## config.mk

```make
export PLATFORM = sky130hd
export DESIGN_NAME = modular_exponentiation_core
export DESIGN_NICKNAME = d
export VERILOG_FILES = /design/src/mexp_pkg.sv /design/src/modular_exponentiation_core.sv /design/src/mexp_modmul.sv
export VERILOG_INCLUDE_DIRS = /design/src /design/src/src
export SDC_FILE = /design/constraint.sdc
export NUM_CORES = 1
export LEC_CHECK = 0
export BUFFER_PORTS_ARGS = -buffer_cell sky130_fd_sc_hd__buf_2
export CAP_MARGIN = 5
export CORE_ASPECT_RATIO = 0.75
export CORE_MARGIN = 2
export CORE_UTILIZATION = 50
export DETAILED_ROUTE_END_ITERATION = 12
export PLACE_DENSITY = 0.68
export SYNTH_ARGS = -nofsm -noshare
export SYNTH_HDL_FRONTEND = slang
export SYNTH_SLANG_ARGS = --single-unit
```

## constraint.sdc

```tcl
create_clock -name aclk -period 6 [get_ports aclk]
set_input_delay 0.3 -clock aclk [delete_from_list [all_inputs] [get_ports aclk]]
set_output_delay 0.3 -clock aclk [all_outputs]
set_load 0.01 [all_outputs]
```

## src/modular_exponentiation_core_defines.svh

```systemverilog
// Assertion macros shared by the modular exponentiation RTL.
`ifndef MODULAR_EXPONENTIATION_CORE_DEFINES_SVH
`define MODULAR_EXPONENTIATION_CORE_DEFINES_SVH

// Checks a condition at every clock edge outside reset.
`define MEXP_ASSERT_HOLDS(label, cond, msg) \
    label: assert property (@(posedge aclk) disable iff (!aresetn) (cond)) else $error(msg);

// Checks that an antecedent is followed by its consequent in the next cycle.
`define MEXP_ASSERT_NEXT(label, ante, cons, msg) \
    label: assert property (@(posedge aclk) disable iff (!aresetn) (ante) |=> (cons)) \
        else $error(msg);

`endif

```

## src/mexp_pkg.sv

```systemverilog
// Shared constants and types for the modular exponentiation core.
package mexp_pkg;

    localparam int DATA_W           = 31;
    localparam int CNT_W            = $clog2(DATA_W);
    localparam int EXP_BITS_DEFAULT = 31;
    localparam int MAX_EXP_BITS     = 64;

    localparam logic [DATA_W-1:0] MODULUS_RESET = 31'd1000000007;

    typedef logic [DATA_W-1:0] word_t;

    // Status of the shared modular multiplier as seen by the sequencer.
    typedef struct packed {
        logic busy;
        logic done;
    } mm_stat_t;

endpackage

```

## src/modular_exponentiation_core.sv

```systemverilog
// Top level of the modular exponentiation core: configuration, sequencer and result register.
//
//  Channel   Direction  Beat contents              Handshake
//  s_        in         s_base, s_exponent         s_valid / s_ready
//  m_        out        m_power                    m_valid / m_ready
//  cfg_      in         cfg_wr_data (modulus)      cfg_wr_en, no wait
//
//  Each modular multiply runs on one shared bit-serial unit that steps through 31 multiplier
//  bits. An item costs one reduction of the base, then per exponent bit a square and,
//  for a set bit, a multiply.
//  Reset loads the modulus 1000000007 and empties the block; no clearing pass is needed.
//  s_ready is high only while the sequencer is idle; a finished result may wait in the
//  output register while the next beat is taken, and m_ready low stalls only the final step.
`include "modular_exponentiation_core_defines.svh"

module modular_exponentiation_core #(
    parameter int EXP_BITS = mexp_pkg::EXP_BITS_DEFAULT
) (
    input  logic                         aclk,
    input  logic                         aresetn,
    input  logic                         s_valid,
    output logic                         s_ready,
    input  logic [mexp_pkg::DATA_W-1:0]  s_base,
    input  logic [mexp_pkg::DATA_W-1:0]  s_exponent,
    output logic                         m_valid,
    input  logic                         m_ready,
    output logic [mexp_pkg::DATA_W-1:0]  m_power,
    input  logic                         cfg_wr_en,
    input  logic [mexp_pkg::DATA_W-1:0]  cfg_wr_data
);

    localparam int IDX_W = (EXP_BITS > 1) ? $clog2(EXP_BITS) : 1;

    // One-hot sequencer states.
    typedef enum logic [4:0] {
        ST_IDLE = 5'b00001,
        ST_BASE = 5'b00010,
        ST_SQR  = 5'b00100,
        ST_MUL  = 5'b01000,
        ST_OUT  = 5'b10000
    } state_t;

    state_t state_reg, state_next;

    mexp_pkg::word_t modulus_reg;
    mexp_pkg::word_t m_eff_reg, m_eff_next;
    mexp_pkg::word_t r_reg, r_next;
    mexp_pkg::word_t b_reg, b_next;
    logic [EXP_BITS-1:0] e_reg, e_next;
    logic [IDX_W-1:0]    i_reg, i_next;
    logic                out_valid_reg, out_valid_next;
    mexp_pkg::word_t     out_power_reg, out_power_next;

    logic                               accept;
    mexp_pkg::word_t                    m_eff_in;
    mexp_pkg::word_t                    one_mod;
    logic [mexp_pkg::MAX_EXP_BITS-1:0]  exp_wide;

    logic               mm_start;
    mexp_pkg::word_t    mm_a;
    mexp_pkg::word_t    mm_b;
    mexp_pkg::word_t    mm_mod;
    mexp_pkg::word_t    mm_product;
    mexp_pkg::mm_stat_t mm_stat;

    assign accept  = s_valid && s_ready;
    assign s_ready = (state_reg == ST_IDLE);
    assign m_valid = out_valid_reg;
    assign m_power = out_power_reg;

    // A zero modulus lies outside the legal range and behaves like a modulus of one.
    assign m_eff_in = (modulus_reg == '0) ? mexp_pkg::word_t'(1) : modulus_reg;
    assign one_mod  = (m_eff_in == mexp_pkg::word_t'(1)) ? '0 : mexp_pkg::word_t'(1);

    // Only the low EXP_BITS exponent bits take part; wider settings see zeros on top.
    assign exp_wide = {{(mexp_pkg::MAX_EXP_BITS - mexp_pkg::DATA_W){1'b0}}, s_exponent};

    // The multiplier latches its modulus at start; in idle the fresh value is handed in.
    assign mm_mod = (state_reg == ST_IDLE) ? m_eff_in : m_eff_reg;

    always_comb begin
        state_next     = state_reg;
        m_eff_next     = m_eff_reg;
        r_next         = r_reg;
        b_next         = b_reg;
        e_next         = e_reg;
        i_next         = i_reg;
        out_power_next = out_power_reg;
        out_valid_next = out_valid_reg && !m_ready;
        mm_start       = 1'b0;
        mm_a           = r_reg;
        mm_b           = r_reg;

        unique case (state_reg)
            ST_IDLE: begin
                if (accept) begin
                    // The running value starts at 1 mod m, and the base is reduced by
                    // multiplying it with that same value on the shared unit.
                    m_eff_next = m_eff_in;
                    r_next     = one_mod;
                    e_next     = exp_wide[EXP_BITS-1:0];
                    i_next     = IDX_W'(EXP_BITS - 1);
                    mm_start   = 1'b1;
                    mm_a       = s_base;
                    mm_b       = one_mod;
                    state_next = ST_BASE;
                end
            end
            ST_BASE: begin
                if (mm_stat.done) begin
                    b_next     = mm_product;
                    mm_start   = 1'b1;
                    mm_a       = r_reg;
                    mm_b       = r_reg;
                    state_next = ST_SQR;
                end
            end
            ST_SQR: begin
                if (mm_stat.done) begin
                    r_next = mm_product;
                    if (e_reg[EXP_BITS-1]) begin
                        mm_start   = 1'b1;
                        mm_a       = mm_product;
                        mm_b       = b_reg;
                        state_next = ST_MUL;
                    end else if (i_reg == '0) begin
                        state_next = ST_OUT;
                    end else begin
                        i_next     = i_reg - 1'b1;
                        e_next     = e_reg << 1;
                        mm_start   = 1'b1;
                        mm_a       = mm_product;
                        mm_b       = mm_product;
                        state_next = ST_SQR;
                    end
                end
            end
            ST_MUL: begin
                if (mm_stat.done) begin
                    r_next = mm_product;
                    if (i_reg == '0) begin
                        state_next = ST_OUT;
                    end else begin
                        i_next     = i_reg - 1'b1;
                        e_next     = e_reg << 1;
                        mm_start   = 1'b1;
                        mm_a       = mm_product;
                        mm_b       = mm_product;
                        state_next = ST_SQR;
                    end
                end
            end
            ST_OUT: begin
                // Hand the result over once the output register is free or being emptied.
                if (!out_valid_reg || m_ready) begin
                    out_power_next = r_reg;
                    out_valid_next = 1'b1;
                    state_next     = ST_IDLE;
                end
            end
            default: begin
                state_next = ST_IDLE;
            end
        endcase
    end

    always_ff @(posedge aclk) begin
        if (!aresetn) begin
            state_reg     <= ST_IDLE;
            out_valid_reg <= 1'b0;
            modulus_reg   <= mexp_pkg::MODULUS_RESET;
        end else begin
            state_reg     <= state_next;
            out_valid_reg <= out_valid_next;
            if (cfg_wr_en) begin
                modulus_reg <= cfg_wr_data;
            end
        end
    end

    always_ff @(posedge aclk) begin
        m_eff_reg     <= m_eff_next;
        r_reg         <= r_next;
        b_reg         <= b_next;
        e_reg         <= e_next;
        i_reg         <= i_next;
        out_power_reg <= out_power_next;
    end

    mexp_modmul u_modmul (
        .aclk    (aclk),
        .aresetn (aresetn),
        .start   (mm_start),
        .op_a    (mm_a),
        .op_b    (mm_b),
        .modulus (mm_mod),
        .product (mm_product),
        .stat    (mm_stat)
    );

    `MEXP_ASSERT_NEXT(a_accept_leaves_idle, accept, state_reg == ST_BASE, "accepted beat not started")
    `MEXP_ASSERT_HOLDS(a_done_when_waiting, !mm_stat.done || state_reg == ST_BASE || state_reg == ST_SQR || state_reg == ST_MUL, "multiplier finished with no step waiting")
    `MEXP_ASSERT_HOLDS(a_running_reduced, state_reg == ST_IDLE || (r_reg < m_eff_reg), "running value not reduced")
    `MEXP_ASSERT_HOLDS(a_start_only_free, !(mm_start && mm_stat.busy), "multiplier restarted while busy")

endmodule

```

## src/mexp_modmul.sv

```systemverilog
// Bit-serial interleaved modular multiplier shared by all steps of the exponentiation.
`include "modular_exponentiation_core_defines.svh"

module mexp_modmul (
    input  logic             aclk,
    input  logic             aresetn,
    input  logic             start,
    input  mexp_pkg::word_t  op_a,
    input  mexp_pkg::word_t  op_b,
    input  mexp_pkg::word_t  modulus,
    output mexp_pkg::word_t  product,
    output mexp_pkg::mm_stat_t stat
);

    localparam int SUM_W = mexp_pkg::DATA_W + 2;

    mexp_pkg::word_t acc_reg, acc_next;
    mexp_pkg::word_t a_reg, a_next;
    mexp_pkg::word_t b_reg;
    mexp_pkg::word_t m_reg;
    logic [mexp_pkg::CNT_W-1:0] cnt_reg, cnt_next;
    logic busy_reg, busy_next;
    logic done_reg, done_next;

    logic [SUM_W-1:0] sum;
    logic [SUM_W-1:0] m_one;
    logic [SUM_W-1:0] m_two;
    logic [SUM_W-1:0] reduced;

    // One multiplier bit per cycle: acc = 2*acc + bit*b stays below 3m,
    // so at most one subtraction of m or 2m brings it back below m.
    always_comb begin
        sum   = {1'b0, acc_reg, 1'b0}
              + {2'b00, (a_reg[mexp_pkg::DATA_W-1] ? b_reg : mexp_pkg::word_t'(0))};
        m_one = {2'b00, m_reg};
        m_two = {1'b0, m_reg, 1'b0};
        priority if (sum >= m_two) begin
            reduced = sum - m_two;
        end else if (sum >= m_one) begin
            reduced = sum - m_one;
        end else begin
            reduced = sum;
        end
    end

    always_comb begin
        acc_next  = acc_reg;
        a_next    = a_reg;
        cnt_next  = cnt_reg;
        busy_next = busy_reg;
        done_next = 1'b0;
        if (start) begin
            acc_next  = '0;
            a_next    = op_a;
            cnt_next  = '0;
            busy_next = 1'b1;
        end else if (busy_reg) begin
            acc_next = reduced[mexp_pkg::DATA_W-1:0];
            a_next   = a_reg << 1;
            cnt_next = cnt_reg + 1'b1;
            if (cnt_reg == mexp_pkg::CNT_W'(mexp_pkg::DATA_W - 1)) begin
                busy_next = 1'b0;
                done_next = 1'b1;
            end
        end
    end

    always_ff @(posedge aclk) begin
        if (!aresetn) begin
            busy_reg <= 1'b0;
            done_reg <= 1'b0;
            cnt_reg  <= '0;
        end else begin
            busy_reg <= busy_next;
            done_reg <= done_next;
            cnt_reg  <= cnt_next;
        end
    end

    always_ff @(posedge aclk) begin
        acc_reg <= acc_next;
        a_reg   <= a_next;
        if (start) begin
            b_reg <= op_b;
            m_reg <= modulus;
        end
    end

    assign product   = acc_reg;
    assign stat.busy = busy_reg;
    assign stat.done = done_reg;

    `MEXP_ASSERT_HOLDS(a_acc_reduced, !busy_reg || (acc_reg < m_reg), "accumulator left range")
    `MEXP_ASSERT_HOLDS(a_done_not_busy, !(done_reg && busy_reg), "done while still busy")
    `MEXP_ASSERT_NEXT(a_start_busy, start, busy_reg, "start did not launch the multiplier")

endmodule
```

# Word-level counts from Yosys, hierarchy flattened
# Index checks and enable logic that the tools add are counted.
totals:
  register_bits: 328
  wordCells: 117
  output_inout_bits: 33
  inputBits: 98
op_classes:
  n_eq_ne: 16
  add_sub_neg: 5
  reduce_logical: 21
  mux: 54
  n_bitwise: 2
  order_cmp: 2
ops:
  columns: ["op", "count"]
  rows:
  - ["31-bit 2-to-1 mux", 22]
  - ["31-bit case mux with 3 select lines", 3]
  - ["31-bit case mux with 2 select lines", 1]
  - ["31-bit subtractor", 2]
  - ["5-bit 2-to-1 mux", 12]
  - ["32-bit by 31-bit adder with 33-bit output", 1]
  - ["33-bit by 31-bit greater-or-equal comparator with 1-bit output", 1]
  - ["33-bit by 32-bit greater-or-equal comparator with 1-bit output", 1]
  - ["31-bit by 1-bit equality test with 1-bit output (second input constant)", 1]
  - ["31-bit logical NOT", 1]
  - ["5-bit case mux with 5 select lines", 1]
  - ["5-bit case mux with 3 select lines", 1]
  - ["5-bit AND reduction", 3]
  - ["1-bit 2-to-1 mux", 13]
  - ["5-bit equality test (second input constant)", 2]
  - ["2-bit by 1-bit != test with 1-bit output (second input constant)", 5]
  - ["2-bit != test (second input constant)", 4]
  - ["2-bit AND reduction", 4]
  - ["7-bit AND reduction", 1]
  - ["5-bit by 1-bit adder with 5-bit output (second input constant)", 1]
  - ["5-bit by 1-bit equality test with 1-bit output (second input constant)", 1]
  - ["5-bit by 2-bit equality test with 1-bit output (second input constant)", 1]
  - ["5-bit by 3-bit equality test with 1-bit output (second input constant)", 1]
  - ["5-bit by 4-bit equality test with 1-bit output (second input constant)", 1]
  - ["other kinds (11)", 16]

# Longest topological paths before layout
# Gate-level depths: netlist (run 1).
depth:
  ltp_word: 6
  depth_mapped: 27
  depth_no_buf: 24

# Hierarchy
# From an unflattened synthesis (run 1), not the netlist that was laid out.
unflattened:
  cells_unflattened: 1841
  area_unflattened_um2: 19663.9
by_module_without_submodules:
  columns: ["module", "seq_area_each_um2", "area_per_inst_um2", "cells_each", "instances"]
  rows:
  - ["mexp_modmul", 3553.4, 10186.0, 1103, 1]
  - ["modular_exponentiation_core", 5545.3, 9477.8, 738, 1]

# Worst setup path before layout (run 1)
# Ideal clock, no wire load.
synth_timing:
  path_kind: "register to register"
  start: "register u_modmul.a_reg[30]"
  end: "register u_modmul.acc_reg[12] (netlist: u_modmul.product[12])"
  setup_ps: 240
  synth_period_minus_slack_ps: 5306
  path_buffers: 3
  path_stages_with_launch: 26
  t_required_ps: 5760
  t_arrival_ps: 5066
  slack_ps: 694
  cell_sequence: "edfxtp_1 clkbuf_1 and2_1 ha_1 fa_1 a211oi_1 o21bai_1 o21ai_0 o21ai_0 a31oi_1 nor2b_1 a21oi_1 o21bai_1 xor2_1 ha_1 a21o_1 a311oi_1 o21bai_1 a21oi_1 o21ai_1 a41o_1 a211oi_1 buf_2 buf_4 a2bb2oi_1 o22ai_1"
synth_via:
  elab_chain_len: 5
  elab_cells_between_ends: 8
  cone_classes: "add/sub (3); order compare (2); mux (3)"
synth_rtl:
  columns: ["item", "line", "text"]
  rows:
  - ["start: declaration", "mexp_modmul.sv:18", "mexp_pkg::word_t a_reg, a_next;"]
  - ["start signal: assignment", "mexp_modmul.sv:82", "a_reg <= a_next;"]
  - ["31-bit 2-to-1 mux *", "mexp_modmul.sv:34", "+ {2'b00, (a_reg[mexp_pkg::DATA_W-1] ? b_reg : mexp_pkg::word_t'(0))};"]
  - ["32-bit by 31-bit adder with 33-bit output *", "mexp_modmul.sv:34", null]
  - ["31-bit subtractor or 33-bit by 31-bit greater-or-equal comparator with 1-bit output (tied branches)", "mexp_modmul.sv:40, mexp_modmul.sv:39", null]
  - ["31-bit 2-to-1 mux", "mexp_modmul.sv:39", "end else if (sum >= m_one) begin"]
  - ["31-bit 2-to-1 mux *", "mexp_modmul.sv:37", "priority if (sum >= m_two) begin"]
  - ["end signal: assignment", "mexp_modmul.sv:81", "acc_reg <= acc_next;"]
  - ["end: declaration", "mexp_modmul.sv:17", "mexp_pkg::word_t acc_reg, acc_next;"]
# Every way passes the cells marked *; elsewhere a longest branch is shown, timed or not.
# A chain may end at the register's enable or synchronous reset.

# Worst setup path in the final report (run 1)
layout_timing:
  start: "register u_modmul.a_reg[30]"
  end: "register u_modmul.acc_reg[6] (netlist: u_modmul.product[6])"
# Same word-level chain as after synthesis.

==> results of run 1 <==
==> worst max-delay path by stage <==
stage                                                    to  slack, ps  cells after the start
after floorplan           u_modmul.product[12]$_SDFFE_PP0P_        690                     25
after detailed placement   u_modmul.product[3]$_SDFFE_PP0P_       -410                     22
final                      u_modmul.product[6]$_SDFFE_PP0P_        330                     24
after global placement     u_modmul.product[3]$_SDFFE_PP0P_       -390                     21
after global routing      u_modmul.product[28]$_SDFFE_PP0P_         10                     24
after CTS                 u_modmul.product[29]$_SDFFE_PP0P_         40                     23
==> layout by cell type (no fill, tap or decap), types with 6 or more instances in the layout <==
cell type	netlist	layout
sky130_fd_sc_hd__a211oi_1	14	13
sky130_fd_sc_hd__a211oi_2	7	8
sky130_fd_sc_hd__a21o_1	52	52
sky130_fd_sc_hd__a21oi_1	167	165
sky130_fd_sc_hd__a22o_1	59	59
sky130_fd_sc_hd__a22oi_1	34	34
sky130_fd_sc_hd__a311oi_1	6	6
sky130_fd_sc_hd__a31oi_1	47	47
sky130_fd_sc_hd__and2_1	38	37
sky130_fd_sc_hd__and3_1	18	18
sky130_fd_sc_hd__buf_2	8	130
sky130_fd_sc_hd__buf_4	1	30
sky130_fd_sc_hd__clkbuf_1	115	6
sky130_fd_sc_hd__clkbuf_16	0	36
sky130_fd_sc_hd__clkinv_1	0	6
sky130_fd_sc_hd__dfxtp_1	75	75
sky130_fd_sc_hd__dlygate4sd3_1	0	14
sky130_fd_sc_hd__edfxtp_1	253	253
sky130_fd_sc_hd__ha_1	95	94
sky130_fd_sc_hd__inv_1	53	53
sky130_fd_sc_hd__mux2i_1	33	33
sky130_fd_sc_hd__nand2_1	252	251
sky130_fd_sc_hd__nand2b_1	14	14
sky130_fd_sc_hd__nand3_1	22	22
sky130_fd_sc_hd__nand4_1	13	13
sky130_fd_sc_hd__nor2_1	92	88
sky130_fd_sc_hd__nor2b_1	57	56
sky130_fd_sc_hd__nor3_1	47	47
sky130_fd_sc_hd__nor4_1	12	11
sky130_fd_sc_hd__o211ai_1	8	8
sky130_fd_sc_hd__o21ai_0	163	158
sky130_fd_sc_hd__o21ai_1	19	21
sky130_fd_sc_hd__o21bai_1	8	8
sky130_fd_sc_hd__o221ai_1	7	7
sky130_fd_sc_hd__xnor2_1	45	44
sky130_fd_sc_hd__xor2_1	42	41
==> repair_timing <==
item,in CTS,in global routing
endpoints found under the setup margin,31,31
hold buffers,14,0
pin swaps,2,3
buffers inserted,2,2
gates cloned,0,1
resized for setup,2,17
hold endpoints to repair,14,0
==> per-layer routing <==
layer | part of all wire, % | track usage, %
met5 | 0 | 0
met4 | 2.2 | 6.80
met3 | 7.6 | 4.80
met2 | 45 | 40.1
met1 | 45 | 36.3
==> metrics by stage <==
step / cells / setup WS [ps] / power, mW / util, %
after floorplan: 1974 / 694 / 8.53 / -
after global placement: 2500 / -389 / 10.3 / 53.9
after detailed placement: 2500 / -408 / 10.3 / 53.9
after CTS: 2579 / 44.2 / 12.5 / 57.3
after global routing: 2582 / 9.94 / 13.6 / 57.6
final: 2582 / 331 / 12.7 / 57.6
==> logic make-up (layout without fill, tap and decap cells) <==
logic type                 after synthesis  in the layout  share of synthesized area (%)
AOI/OAI and AO/OA                      653            653                           21.9
muxes                                   34             34                           1.79
buffers and inverters                  191            295                           3.94
and+or+nand+nor                        583            583                           14.3
DFF                                    328            328                           47.6
adders and majority gates               98             98                           6.53
xor gates and xnor gates                87             87                           3.99
==> worst min-delay path, stage by stage <==
cell	delay, ps
sky130_fd_sc_hd__buf_2	80
sky130_fd_sc_hd__mux2i_1	60
sky130_fd_sc_hd__nand2_1	70
==> report_power, final <==
part           switching (mW)  total (mW)  internal (mW)
Clock                   0.928        2.16           1.23
Combinational            4.22        6.98           2.76
Sequential              0.450        3.62           3.17
Total                    5.59        12.7           7.15
==> area by class of cell <==
type / instances / area, um^2
timing repair buffer: 178 / 1090
clock inverter: 21 / 211
tap: 504 / 631
fill: 3258 / 15900
inverter: 54 / 205
clock buffer: 42 / 912
multi-input combinational: 1455 / 9400
sequential: 328 / 9100
==> results by stage, run 1 <==
Timing:
- Setup repair after global routing left no endpoint under its margin.
- The number of slew-limit violations in the final report was 0.
- The maximum achievable frequency is 176 MHz.
- The final count of negative-setup-slack endpoints is 0.
- The transition time of the tightest slew-check pin is between 1000 and 1500 ps.
- The aggregate negative setup slack is 0 ps.
- The final clock skew is 20.4 ps.
- The time the final worst path needs with I/O delays and setup is 5670 ps.
- Hold is met by 12.6 ps.
- The final critical path takes up approximately 94% of the cycle.
- The final count of hold timing violations came to 0.
- The headroom to the max-slew limit is 23.9%.

Synthesis:
- The distinct cell type count of the synthesized netlist is 77.
- The dominant cell by count in the synthesized netlist is sky130_fd_sc_hd__edfxtp_1.
- The top cell type by area accounts for roughly two fifths of the synthesized area.
- The biggest area consumer among synthesized cells is sky130_fd_sc_hd__edfxtp_1.
- In this run, synthesis inferred 253 flip-flops with an integrated enable.
- The predominant post-synthesis flop cell is sky130_fd_sc_hd__edfxtp_1.
- The mapped netlist covers ~19000 um^2.
- The post-synthesis register bit count is 328.
- Each instance of the synthesized netlist takes up on average ~9.7 um^2.
- For this run, asynchronously set or reset flops after synthesis account for 0%.
- Yosys attributes the largest share of cell area to sky130_fd_sc_hd__edfxtp_1, sky130_fd_sc_hd__dfxtp_1, sky130_fd_sc_hd__ha_1, sky130_fd_sc_hd__nand2_1, sky130_fd_sc_hd__a21oi_1.
- The number of nets handed over by synthesis was 2170.
- The share of the yosys chip area belonging to registers is 47.6%.
- Counting instances in the post-synthesis netlist gives the leading cell types as sky130_fd_sc_hd__edfxtp_1, sky130_fd_sc_hd__nand2_1, sky130_fd_sc_hd__a21oi_1.
- The cell count after synthesis is ~2000.
- The count of yosys warnings during synthesis is 0.

Setup path:
- The number of buffers and inverters on the critical path is 1.
- The biggest fanout along the worst timing path is 16.
- The type of origin of the critical path is a flip-flop.
- Among all stages on the critical path, the largest delay is contributed by sky130_fd_sc_hd__edfxtp_1.
- For the worst setup path, the data required time is 6380 ps.
- The critical path starts at u_modmul.a_reg[30]$_DFFE_PP_.
- Counting stages on the worst path, the most repeated cell is sky130_fd_sc_hd__o21bai_1.
- On the critical path the largest part of the delay comes from compound AO/OA/AOI/OAI gates.
- The arrival time reported for the critical path endpoint is 6050 ps.
- The worst register-to-register path begins at u_modmul.a_reg[30]$_DFFE_PP_.
- The signal on the critical path passes through and2_1 -> ha_1 -> fa_1 -> a211oi_1 -> o21bai_1 -> o21ai_1 -> o21ai_0 -> a31oi_1 -> nor2b_1 -> a21oi_2 -> o21bai_1 -> xor2_2 -> ha_1 -> a21o_1 -> a311oi_1 -> o21bai_1 -> a21oi_1 -> o21ai_1 -> a41o_1 -> a211oi_2 -> buf_6 -> nand2_1 -> a21oi_1 -> a211oi_1.
- The startpoint-to-endpoint class of the critical path is flip-flop to flip-flop.
- Counting cells, the worst reg-to-reg path comes to 24.
- The worst register-to-register path ends at u_modmul.product[6]$_SDFFE_PP0P_.
- Setup slack on the worst reg-to-reg path comes out at 330 ps.
- The worst setup path is captured at a flip-flop.
- The maximum cell stage delay along the critical path is roughly 440 ps.

Global route:
- After global routing the overflow that remains totals 0.
- The maximum number of pins on one net before global-route repair is 70.
- The via count of the first global-routing pass is 14700.
- The number of antenna violations at the first check in global routing is 1.
- The global routing usage summed across all routing layers is around a quarter.
- The global-route wire length before repair is 81800 um.

Min path:
- The worst hold-check path type is input pin to flip-flop.
- The hold-critical path depth is 3.
- In this run the most critical hold path is launched from cfg_wr_data[1].
- The sink of the worst hold path is modulus_reg[1]$_SDFFE_PN1P_.

Drt:
- The final routed wire length divided by cell count is slightly above 20 um.
- The final routed DRC violation total is 0.
- Using the TritonRoute via totals, the vias-per-cell ratio works out to 6.05.
- The aggregate routed wire length is 52200 um.
- The detailed router finished its first iteration with 1663 violations.
- The first TritonRoute pass finished after 6 iterations.
- The via count is 15600.
- In this run the remaining antenna-violating nets after routing total 0.

Finish:
- With fillers left out, the area of the finished cells amounts to about 22000 um^2.
- The share of post-route cells with drive strength above 1 is 12.6%.
- The layout net count is 2248.
- Relative to the synthesized area, the layout overhead comes to 12.7%.
- 0 antenna diodes ended up in the layout.

Die:
- The initial standard-cell utilization of the core is a little over 50%.
- From left edge to right edge, the die measures 230 um.
- The die boundary height is approximately 170 um.
- The floorplan step defined a die boundary enclosing between 30000 and 40000 um^2.
- The placement row count is 61.
- The total area inside the core boundary comes to around 37000 um^2.
- The number of placed I/O pins is 131.

Pwr:
- The power per cell area is 592 nW/um^2.
- The highest ir drop seen on vdd is 0.368 mV.
- For this design the static power due to leakage is 8.66 nW.

Clock network:
- The H-tree was split into 2 levels.
- CTS placed an instance of sky130_fd_sc_hd__clkbuf_16 at the clock tree root.
- Buffers inserted during clock tree synthesis total 35.
- The clock sink count is around 330.
- The clock-pin slew on the worst setup and hold paths is roughly 60 ps.
- TritonCTS built the clock tree.
- The clock reaches the later pin of the worst-skew pair after between 500 and 600 ps.
- In this run the deepest clock path goes through 3 buffers.

Placed design:
- Buffers placed on the I/O ports in this run total 130.
- Once detailed placement completed, the half-perimeter wirelength came to around 36000 um.
- The cell area after placement is 20100 um^2.
- The routability congestion estimate from global placement is approximately 0.97.

Status:
- The run finished with clean final reports.

Run:
- The max capacitance violation total is 0.
Power figures use the tool's default switching activity.
==> run 2, diff against run 1 <==
Settings changed: MAX_ROUTING_LAYER set to met4.
==> run 2 against run 1 <==
Register-to-register slack got worse by 30 ps. Clock-buffer cell count decreased by 1. Final cell count about the same. Largest power group unchanged. Critical path depth decreased by 2. Critical endpoint is now u_modmul.product[10]$_SDFFE_PP0P_. Worst setup slack got worse by 33 ps. Worst hold slack improved by 5.5 ps.
==> results by stage, run 2 (synthesized netlist as in run 1, its figures left out) <==
Drt:
- The final routed DRC violation total is 0 (unchanged).
- The violation count after the first detailed-route iteration is 1545 (was 1663).
- The via count is 15600 (about the same).
- The aggregate routed wire length came to 52500 um (was 52200 um).
- The final routed wire length divided by cell count is 20.4 um (was 20.2 um).
- The routed via count divided by cell count is 6.05 (about the same).
- The first-pass detailed-route iteration total is 5 (was 6).
- The number of nets still failing antenna checks after routing was 0 (unchanged).

Finish:
- The synthesis-to-finish area growth is 12.2% (was 12.7%).
- The share of post-route cells with drive strength above 1 was 12.4% (was 12.6%).
- Top library cells by usage in the layout, fill and taps aside: sky130_fd_sc_hd__edfxtp_1, sky130_fd_sc_hd__nand2_1, sky130_fd_sc_hd__a21oi_1 (unchanged).
- The layout net count is 2249 (was 2248).
- The final standard cell count with taps included and fillers excluded is 2581 (was 2582).
- The number of inserted diodes is 0 (unchanged).
- The fill cell instance count of the final layout is 3327 (was 3258).
- The most frequent standard cell in the layout excluding fill and tap cells was sky130_fd_sc_hd__edfxtp_1 (unchanged).

Pwr:
- The highest ir drop seen on vdd is 0.295 mV (was 0.368 mV).
- The leakage power of the design is 8.61 nW (was 8.66 nW).
- The share of total power in combinational logic is 54.9% (was 54.7%).
- The power per cell area was 582 nW/um^2 (was 592 nW/um^2).
- The cell internal power dissipation is 6.96 mW (was 7.15 mW).
- The switching power summed over all nets is 5.52 mW (was 5.59 mW).
- The switching share of power came to 44.2% (was 43.9%).
- The sequential group share of total power came to 29.0% (was 28.4%).
- The portion of total power attributed to the clock network is 16.0% (was 16.9%).

Timing:
- The number of slew-limit violations in the final report is 0 (unchanged).
- The final count of hold timing violations is 0 (unchanged).
- The final worst slack came to 298 ps (was 331 ps).
- The transition time of the tightest slew-check pin is 1140 ps (about the same).
- RSZ-0062 raised after global routing: false (unchanged).
- The time the final worst path needs with I/O delays and setup is 5700 ps (was 5670 ps).
- The headroom to the max-slew limit came to 24.1% (was 23.9%).
- The maximum achievable frequency is 175 MHz (was 176 MHz).
- The final clock skew is 20.8 ps (was 20.4 ps).
- The final worst hold slack is 18.1 ps (was 12.6 ps).
- The final cycle utilization of the critical path came to 95.0% (was 94.5%).
- The final count of negative-setup-slack endpoints came to 0 (unchanged).

Setup path:
- The critical path capture point type is a flip-flop (unchanged).
- The startpoint-to-endpoint class of the critical path is flip-flop to flip-flop (unchanged).
- The arrival time reported for the critical path endpoint is 6100 ps (was 6050 ps).
- The biggest fanout along the worst timing path is 14 (was 16).
- The required time of the worst setup path is 6400 ps (was 6380 ps).
- The type of origin of the critical path is a flip-flop (unchanged).

Clock network:
- The level count of the clock H-tree is 2 (unchanged).
- The clock-pin slew on the worst setup and hold paths is 60 ps (about the same).
- The clock sink count is 328 (unchanged).
- The clock tree from TritonCTS is built (unchanged).
- The maximum clock path buffer count is 3 (unchanged).
- The insertion delay to the later sink of the worst-skew pair came to 540 ps (about the same).
- The number of buffers added by the clock tree synthesis step is 35 (unchanged).
- The cell chosen for the clock root is sky130_fd_sc_hd__clkbuf_16 (unchanged).

Global route:
- The maximum number of pins on one net before global-route repair was 134 (was 70).
- The overall overflow remaining after global route is 0 (unchanged).
- The via count of the first global-routing pass is 14900 (was 14700).
- The global-route wire length before repair was 82700 um (was 81800 um).
- The number of antenna violations at the first check in global routing was 0 (was 1).
- The global routing usage summed across all routing layers is 26.7% (was 25.5%).

Die:
- The die area is 39800 um^2 (unchanged).
- The die boundary height is 173 um (unchanged).
- The die span in x was 230 um (unchanged).
- The floorplan core area is 37400 um^2 (unchanged).
- The placement row count is 61 (unchanged).
- The number of placed I/O pins is 131 (unchanged).
- The initial standard-cell utilization of the core came to 51.1% (unchanged).

Placed design:
- The routability congestion estimate from global placement is 0.978 (was 0.965).
- The half-perimeter wire length of the detailed placement result was 36500 um (about the same).
- The placed cell count is 2502 (was 2500).
- The worst setup timing slack at the placement stage was -370 ps (was -408 ps).
- The count of port buffers added during placement is 130 (unchanged).

Run:
- The max capacitance violation total is 0 (unchanged).

Min path:
- The worst hold-check path type is input pin to flip-flop (unchanged).

Status:
- Result of the run: finished, final reports clean (unchanged).
run 2: changes by cell type in the layout (fill, tap and decap cells not counted), moves of 2 or more:
cell / previous run / this run
sky130_fd_sc_hd__buf_4: 30 / 32
sky130_fd_sc_hd__bufinv_16: 3 / 0
sky130_fd_sc_hd__clkinv_1: 6 / 8
sky130_fd_sc_hd__inv_6: 3 / 1
run 2: through the flow:
step                utilization, %  TNS, ps  total power [mW]  area (um^2)
floorplan                        -        0              8.53        19100
global placement              53.9    -5930              10.2        20200
detailed placement            53.9    -7550              10.3        20200
CTS                           57.1        0              12.4        21400
global route                  57.3        0              13.4        21400
finish                        57.3        0              12.5        21400
run 2: repair_timing:
item,in CTS,in global routing
hold buffers,14,0
pin swaps,1,4
setup endpoints to repair,31,31
hold endpoints to repair,14,0
buffers inserted,2,2
gates resized for setup,2,13
run 2: worst max-delay path, cell delays in order, from the launching register on:
cell and delay, ps:
sky130_fd_sc_hd__edfxtp_1 440, sky130_fd_sc_hd__and2_1 170, sky130_fd_sc_hd__ha_1 220, sky130_fd_sc_hd__fa_1 450
sky130_fd_sc_hd__a211oi_1 270, sky130_fd_sc_hd__o21bai_1 190, sky130_fd_sc_hd__o21ai_2 210, sky130_fd_sc_hd__o21ai_1 140
sky130_fd_sc_hd__a31oi_2 200, sky130_fd_sc_hd__nor2b_1 100, sky130_fd_sc_hd__a21oi_1 240, sky130_fd_sc_hd__o21bai_1 120
sky130_fd_sc_hd__xor2_1 170, sky130_fd_sc_hd__ha_1 390, sky130_fd_sc_hd__and3_1 260, sky130_fd_sc_hd__nand4_1 280
sky130_fd_sc_hd__nor4_2 470, sky130_fd_sc_hd__a41o_1 300, sky130_fd_sc_hd__a211o_1 200, sky130_fd_sc_hd__buf_4 240
sky130_fd_sc_hd__nand2_1 220, sky130_fd_sc_hd__o221ai_1 240, sky130_fd_sc_hd__a21oi_1 60
run 2: per-layer routing:
layer / GRT usage, % / share of wire [%] / vias up / routed length, um
li1: - / - / 7440 / -
met5: - / 0 / - / 0
met3: 4.06 / 6.2 / 82 / 3240
met1: 38.1 / 47 / 7592 / 24700
met2: 40.1 / 45 / 513 / 23500
met4: 6.48 / 2.2 / 0 / 1140
run 2: layout make-up:
cell class	count	area (um^2)	area share [%]
clock inverter	20	128	0.595
clock buffer	41	898	4.19
timing repair buffer	179	1090	5.09
inverter	54	205	0.957
tap	504	631	2.94
sequential	328	9100	42.4
multi-input combinational	1455	9390	43.8
run 2: path summary, 6_finish.rpt:
check / from / to / slack [ps] / cells past startpoint
worst max register to register: u_modmul.a_reg[30]$_DFFE_PP_ / u_modmul.product[10]$_SDFFE_PP0P_ / 300 / 22
worst max-delay path: u_modmul.a_reg[30]$_DFFE_PP_ / u_modmul.product[10]$_SDFFE_PP0P_ / 300 / 22
worst min-delay path: cfg_wr_data[2] / modulus_reg[2]$_SDFFE_PN1P_ / 20 / 3
worst min register to register: modulus_reg[0]$_SDFFE_PN1P_ / modulus_reg[0]$_SDFFE_PN1P_ / 480 / 2
run 2: power groups by stage:
| stage | Clock [mW] | Sequential [mW] | Combinational, mW |
|---|---|---|---|
| after detailed placement | 0 | 3.66 | 6.64 |
| after floorplan | 0 | 3.47 | 5.06 |
| after global placement | 0 | 3.65 | 6.58 |
| final | 2.00 | 3.63 | 6.86 |
| after global routing | 2.13 | 3.69 | 7.58 |
| after CTS | 2.04 | 3.62 | 6.70 |
==> run 3, diff against run 2 <==
Settings changed: ABC_AREA set to 1.
==> run 3 against run 2 <==
Synthesized cell count is 48% higher. First-iteration DRC count increased by 45%. Via count increased by 33%. Wire length up 42%. Register-to-register slack gained 250 ps. Global-route usage rose by 6.6 points. Clock skew rose by 10 ps. Worst setup slack improved by 250 ps. Non-clock buffer count is 9 higher. Maximum frequency is 4.5% higher. Die area is 15% higher. Largest power group unchanged.
==> results by stage, run 3 <==
Status:
- Result of the run: finished, final reports clean (unchanged).

Drt:
- The final routed DRC violation total is 0 (unchanged).
- The first-pass detailed-route iteration total is 6 (was 5).
- The final routed wire length divided by cell count is 20.6 um (was 20.4 um).
- The via count was 20700 (was 15600).
- The violation count after the first detailed-route iteration was 2243 (was 1545).
- The aggregate routed wire length is 74500 um (was 52500 um).
- The routed via count divided by cell count is 5.73 (was 6.05).
- The number of nets still failing antenna checks after routing is 0 (unchanged).

Finish:
- The final core utilization is 56.5% (was 57.3%).
- The layout net count is 3210 (was 2249).
- The number of inserted diodes came to 0 (unchanged).
- The synthesis-to-finish area growth was 11.2% (was 12.2%).
- The most frequent standard cell in the layout excluding fill and tap cells is sky130_fd_sc_hd__nand2_1 (was sky130_fd_sc_hd__edfxtp_1).
- The share of post-route cells with drive strength above 1 is 10.7% (was 12.4%).
- Top library cells by usage in the layout, fill and taps aside: sky130_fd_sc_hd__nand2_1, sky130_fd_sc_hd__inv_1, sky130_fd_sc_hd__o21ai_0 (was sky130_fd_sc_hd__edfxtp_1, sky130_fd_sc_hd__nand2_1, sky130_fd_sc_hd__a21oi_1).

Pwr:
- The power per cell area is 562 nW/um^2 (was 582 nW/um^2).
- The highest ir drop seen on vdd is 0.383 mV (was 0.295 mV).
- The power consumption is 13.8 mW (was 12.5 mW).
- The leakage power of the design is 11.2 nW (was 8.61 nW).

Timing:
- The transition time of the tightest slew-check pin is 1300 ps (was 1140 ps).
- The final clock skew was 31.2 ps (was 20.8 ps).
- The headroom to the max-slew limit is 13.5% (was 24.1%).
- The final count of negative-setup-slack endpoints is 0 (unchanged).
- The final cycle utilization of the critical path is 90.9% (was 95.0%).
- The aggregate negative setup slack was 0 ps (unchanged).
- The final count of hold timing violations is 0 (unchanged).
- RSZ-0062 raised after global routing: false (unchanged).
- The number of slew-limit violations in the final report is 0 (unchanged).
- The maximum achievable frequency is 183 MHz (was 175 MHz).
- The time the final worst path needs with I/O delays and setup is 5460 ps (was 5700 ps).

Die:
- The initial standard-cell utilization of the core came to 50.8% (was 51.1%).
- The number of placed I/O pins is 131 (unchanged).
- The floorplan core area is 43400 um^2 (was 37400 um^2).
- The die boundary height is 186 um (was 173 um).
- The placement row count is 66 (was 61).
- The die span in x came to 247 um (was 230 um).
- The die area is 45900 um^2 (was 39800 um^2).

Synthesis:
- The share of the yosys chip area belonging to registers came to 41.2% (was 47.6%).
- The post-synth net total came to 3127 (was 2170).
- The mean instance size in the synthesized netlist is 7.53 um^2 (was 9.68 um^2).
- The area share of the largest cell type after synthesis is 34.4% (was 39.7%).
- The cell area after synthesis is 22100 um^2 (was 19100 um^2).
- The cell count after synthesis is 2931 (was 1974).
- The post-synthesis register bit count was 328 (unchanged).
- The biggest area consumer among synthesized cells was sky130_fd_sc_hd__edfxtp_1 (unchanged).
- The number of enable flip-flop cells after synthesis came to 253 (unchanged).
- The share of synthesized registers carrying an async set or reset was 0% (unchanged).
- The dominant cell by count in the synthesized netlist was sky130_fd_sc_hd__nand2_1 (was sky130_fd_sc_hd__edfxtp_1).
- The distinct cell type count of the synthesized netlist is 57 (was 77).
- The predominant post-synthesis flop cell is sky130_fd_sc_hd__edfxtp_1 (unchanged).
- The count of yosys warnings during synthesis came to 0 (unchanged).
- Leading post-synthesis cells by cell area: sky130_fd_sc_hd__edfxtp_1, sky130_fd_sc_hd__nand2_1, sky130_fd_sc_hd__dfxtp_1, sky130_fd_sc_hd__o21ai_0, sky130_fd_sc_hd__inv_1 (was sky130_fd_sc_hd__edfxtp_1, sky130_fd_sc_hd__dfxtp_1, sky130_fd_sc_hd__ha_1, sky130_fd_sc_hd__nand2_1, sky130_fd_sc_hd__a21oi_1).
- Ranking of synthesized cells by instance count: sky130_fd_sc_hd__nand2_1, sky130_fd_sc_hd__inv_1, sky130_fd_sc_hd__o21ai_0 (was sky130_fd_sc_hd__edfxtp_1, sky130_fd_sc_hd__nand2_1, sky130_fd_sc_hd__a21oi_1).

Setup path:
- The type of origin of the critical path is a flip-flop (unchanged).
- The startpoint-to-endpoint class of the critical path is flip-flop to flip-flop (unchanged).
- The biggest fanout along the worst timing path was 27 (was 14).
- The critical path capture point type is a flip-flop (unchanged).
- The arrival time reported for the critical path endpoint is 5950 ps (was 6100 ps).
- The required time of the worst setup path was 6490 ps (was 6400 ps).

Global route:
- The maximum number of pins on one net before global-route repair is 85 (was 134).
- The overall overflow remaining after global route is 0 (unchanged).
- The global routing usage summed across all routing layers came to 33.3% (was 26.7%).
- The number of antenna violations at the first check in global routing is 0 (unchanged).
- The via count of the first global-routing pass came to 19200 (was 14900).
- The global-route wire length before repair was 113000 um (was 82700 um).

Clock network:
- The level count of the clock H-tree was 2 (unchanged).
- The cell chosen for the clock root is sky130_fd_sc_hd__clkbuf_16 (unchanged).
- The clock tree from TritonCTS is built (unchanged).
- The clock sink count is 328 (unchanged).
- The number of buffers added by the clock tree synthesis step is 37 (was 35).
- The clock-pin slew on the worst setup and hold paths came to 60 ps (about the same).
- The insertion delay to the later sink of the worst-skew pair is 570 ps (was 540 ps).
- The post-CTS setup-driven buffer insertion count is 0 (was 2).
- The maximum clock path buffer count is 3 (unchanged).

Placed design:
- The count of port buffers added during placement is 130 (unchanged).
- The half-perimeter wire length of the detailed placement result is 55900 um (was 36500 um).
- The routability congestion estimate from global placement was 1.01 (was 0.978).

Min path:
- The worst hold-check path type is input pin to flip-flop (unchanged).

Run:
- The max capacitance violation total is 0 (unchanged).
[run 3: area by class of cell]
cell class,instances,area [um^2]
fill,4191,18900
multi-input combinational,2133,11200
sequential,328,9100
inverter,326,1220
timing repair buffer,188,1140
clock buffer,42,965
tap,578,723
clock inverter,24,240
[run 3: kinds of logic (layout without fill, tap and decap cells)]
group	count (synthesis)	after routing	synth area share, %
xor gates and xnor gates	72	72	2.86
and+or+nand+nor	1404	1404	27.4
buffers and inverters	470	580	8.43
AOI/OAI and AO/OA	559	559	14.4
DFF	328	328	41.2
adders and majority gates	98	98	5.66
[run 3: timing repair]
| item | in CTS | in global routing |
|---|---|---|
| setup endpoints to repair | 0 | 16 |
| hold endpoints to repair | 22 | 0 |
| hold buffers | 22 | 0 |
| resized for setup | 0 | 1 |
[run 3: metal layers]
layer	vias up	part of all wire (%)	GRT usage [%]
met1	9683	47	48.9
met4	0	1.6	6.70
li1	9919	-	-
met5	-	0	-
met2	1014	41	47.0
met3	104	9.6	6.98
[run 3: power by group]
| part | internal [mW] | leakage (nW) | switching, mW |
|---|---|---|---|
| Sequential | 2.96 | 3.03 | 0.371 |
| Combinational | 2.50 | 7.59 | 5.68 |
| Clock | 1.27 | 0.585 | 1.00 |
| Total | 6.74 | 11.2 | 7.05 |
[run 3: worst max-delay path, stage by stage, from the launching register on]
cell	delay [ps]
sky130_fd_sc_hd__edfxtp_1	980
sky130_fd_sc_hd__nand2_1	130
sky130_fd_sc_hd__inv_1	90
sky130_fd_sc_hd__ha_1	190
sky130_fd_sc_hd__nand2_1	80
sky130_fd_sc_hd__inv_1	110
sky130_fd_sc_hd__nand3_1	230
sky130_fd_sc_hd__nor2_1	140
sky130_fd_sc_hd__o21ai_0	90
sky130_fd_sc_hd__nand2_1	220
sky130_fd_sc_hd__nand3_1	110
sky130_fd_sc_hd__nand2_1	80
sky130_fd_sc_hd__xor2_1	220
sky130_fd_sc_hd__inv_1	130
sky130_fd_sc_hd__ha_1	400
sky130_fd_sc_hd__nand2_1	260
sky130_fd_sc_hd__nor2_1	210
sky130_fd_sc_hd__inv_1	130
sky130_fd_sc_hd__nor3_1	410
sky130_fd_sc_hd__nand3_1	100
sky130_fd_sc_hd__or2_2	340
sky130_fd_sc_hd__nand3_1	170
sky130_fd_sc_hd__xor2_1	250
sky130_fd_sc_hd__a21oi_1	120
sky130_fd_sc_hd__a21oi_2	140
[run 3: worst paths after layout]
kind / depth (start not counted) / slack [ps] / to / start
setup / recovery: 24 / 540 / u_modmul.product[25]$_SDFFE_PP0P_ / u_modmul.a_reg[30]$_DFFE_PP_
hold / removal: 3 / 20 / modulus_reg[0]$_SDFFE_PN1P_ / cfg_wr_data[0]
setup reg to reg: 24 / 540 / u_modmul.product[25]$_SDFFE_PP0P_ / u_modmul.a_reg[30]$_DFFE_PP_
hold reg to reg: 0 / 430 / m_eff_reg[13]$_DFFE_PP_ / modulus_reg[13]$_SDFFE_PN0P_
[run 3: metrics by stage]
stage,area [um^2],instances,setup slack (ps),hold slack (ps)
after floorplan,22100,2931,2160,426
after global placement,23100,3531,541,409
after detailed placement,23100,3531,518,413
after CTS,24500,3619,517,3.36
after global routing,24500,3619,78.0,21.5
final,24500,3619,544,19.4
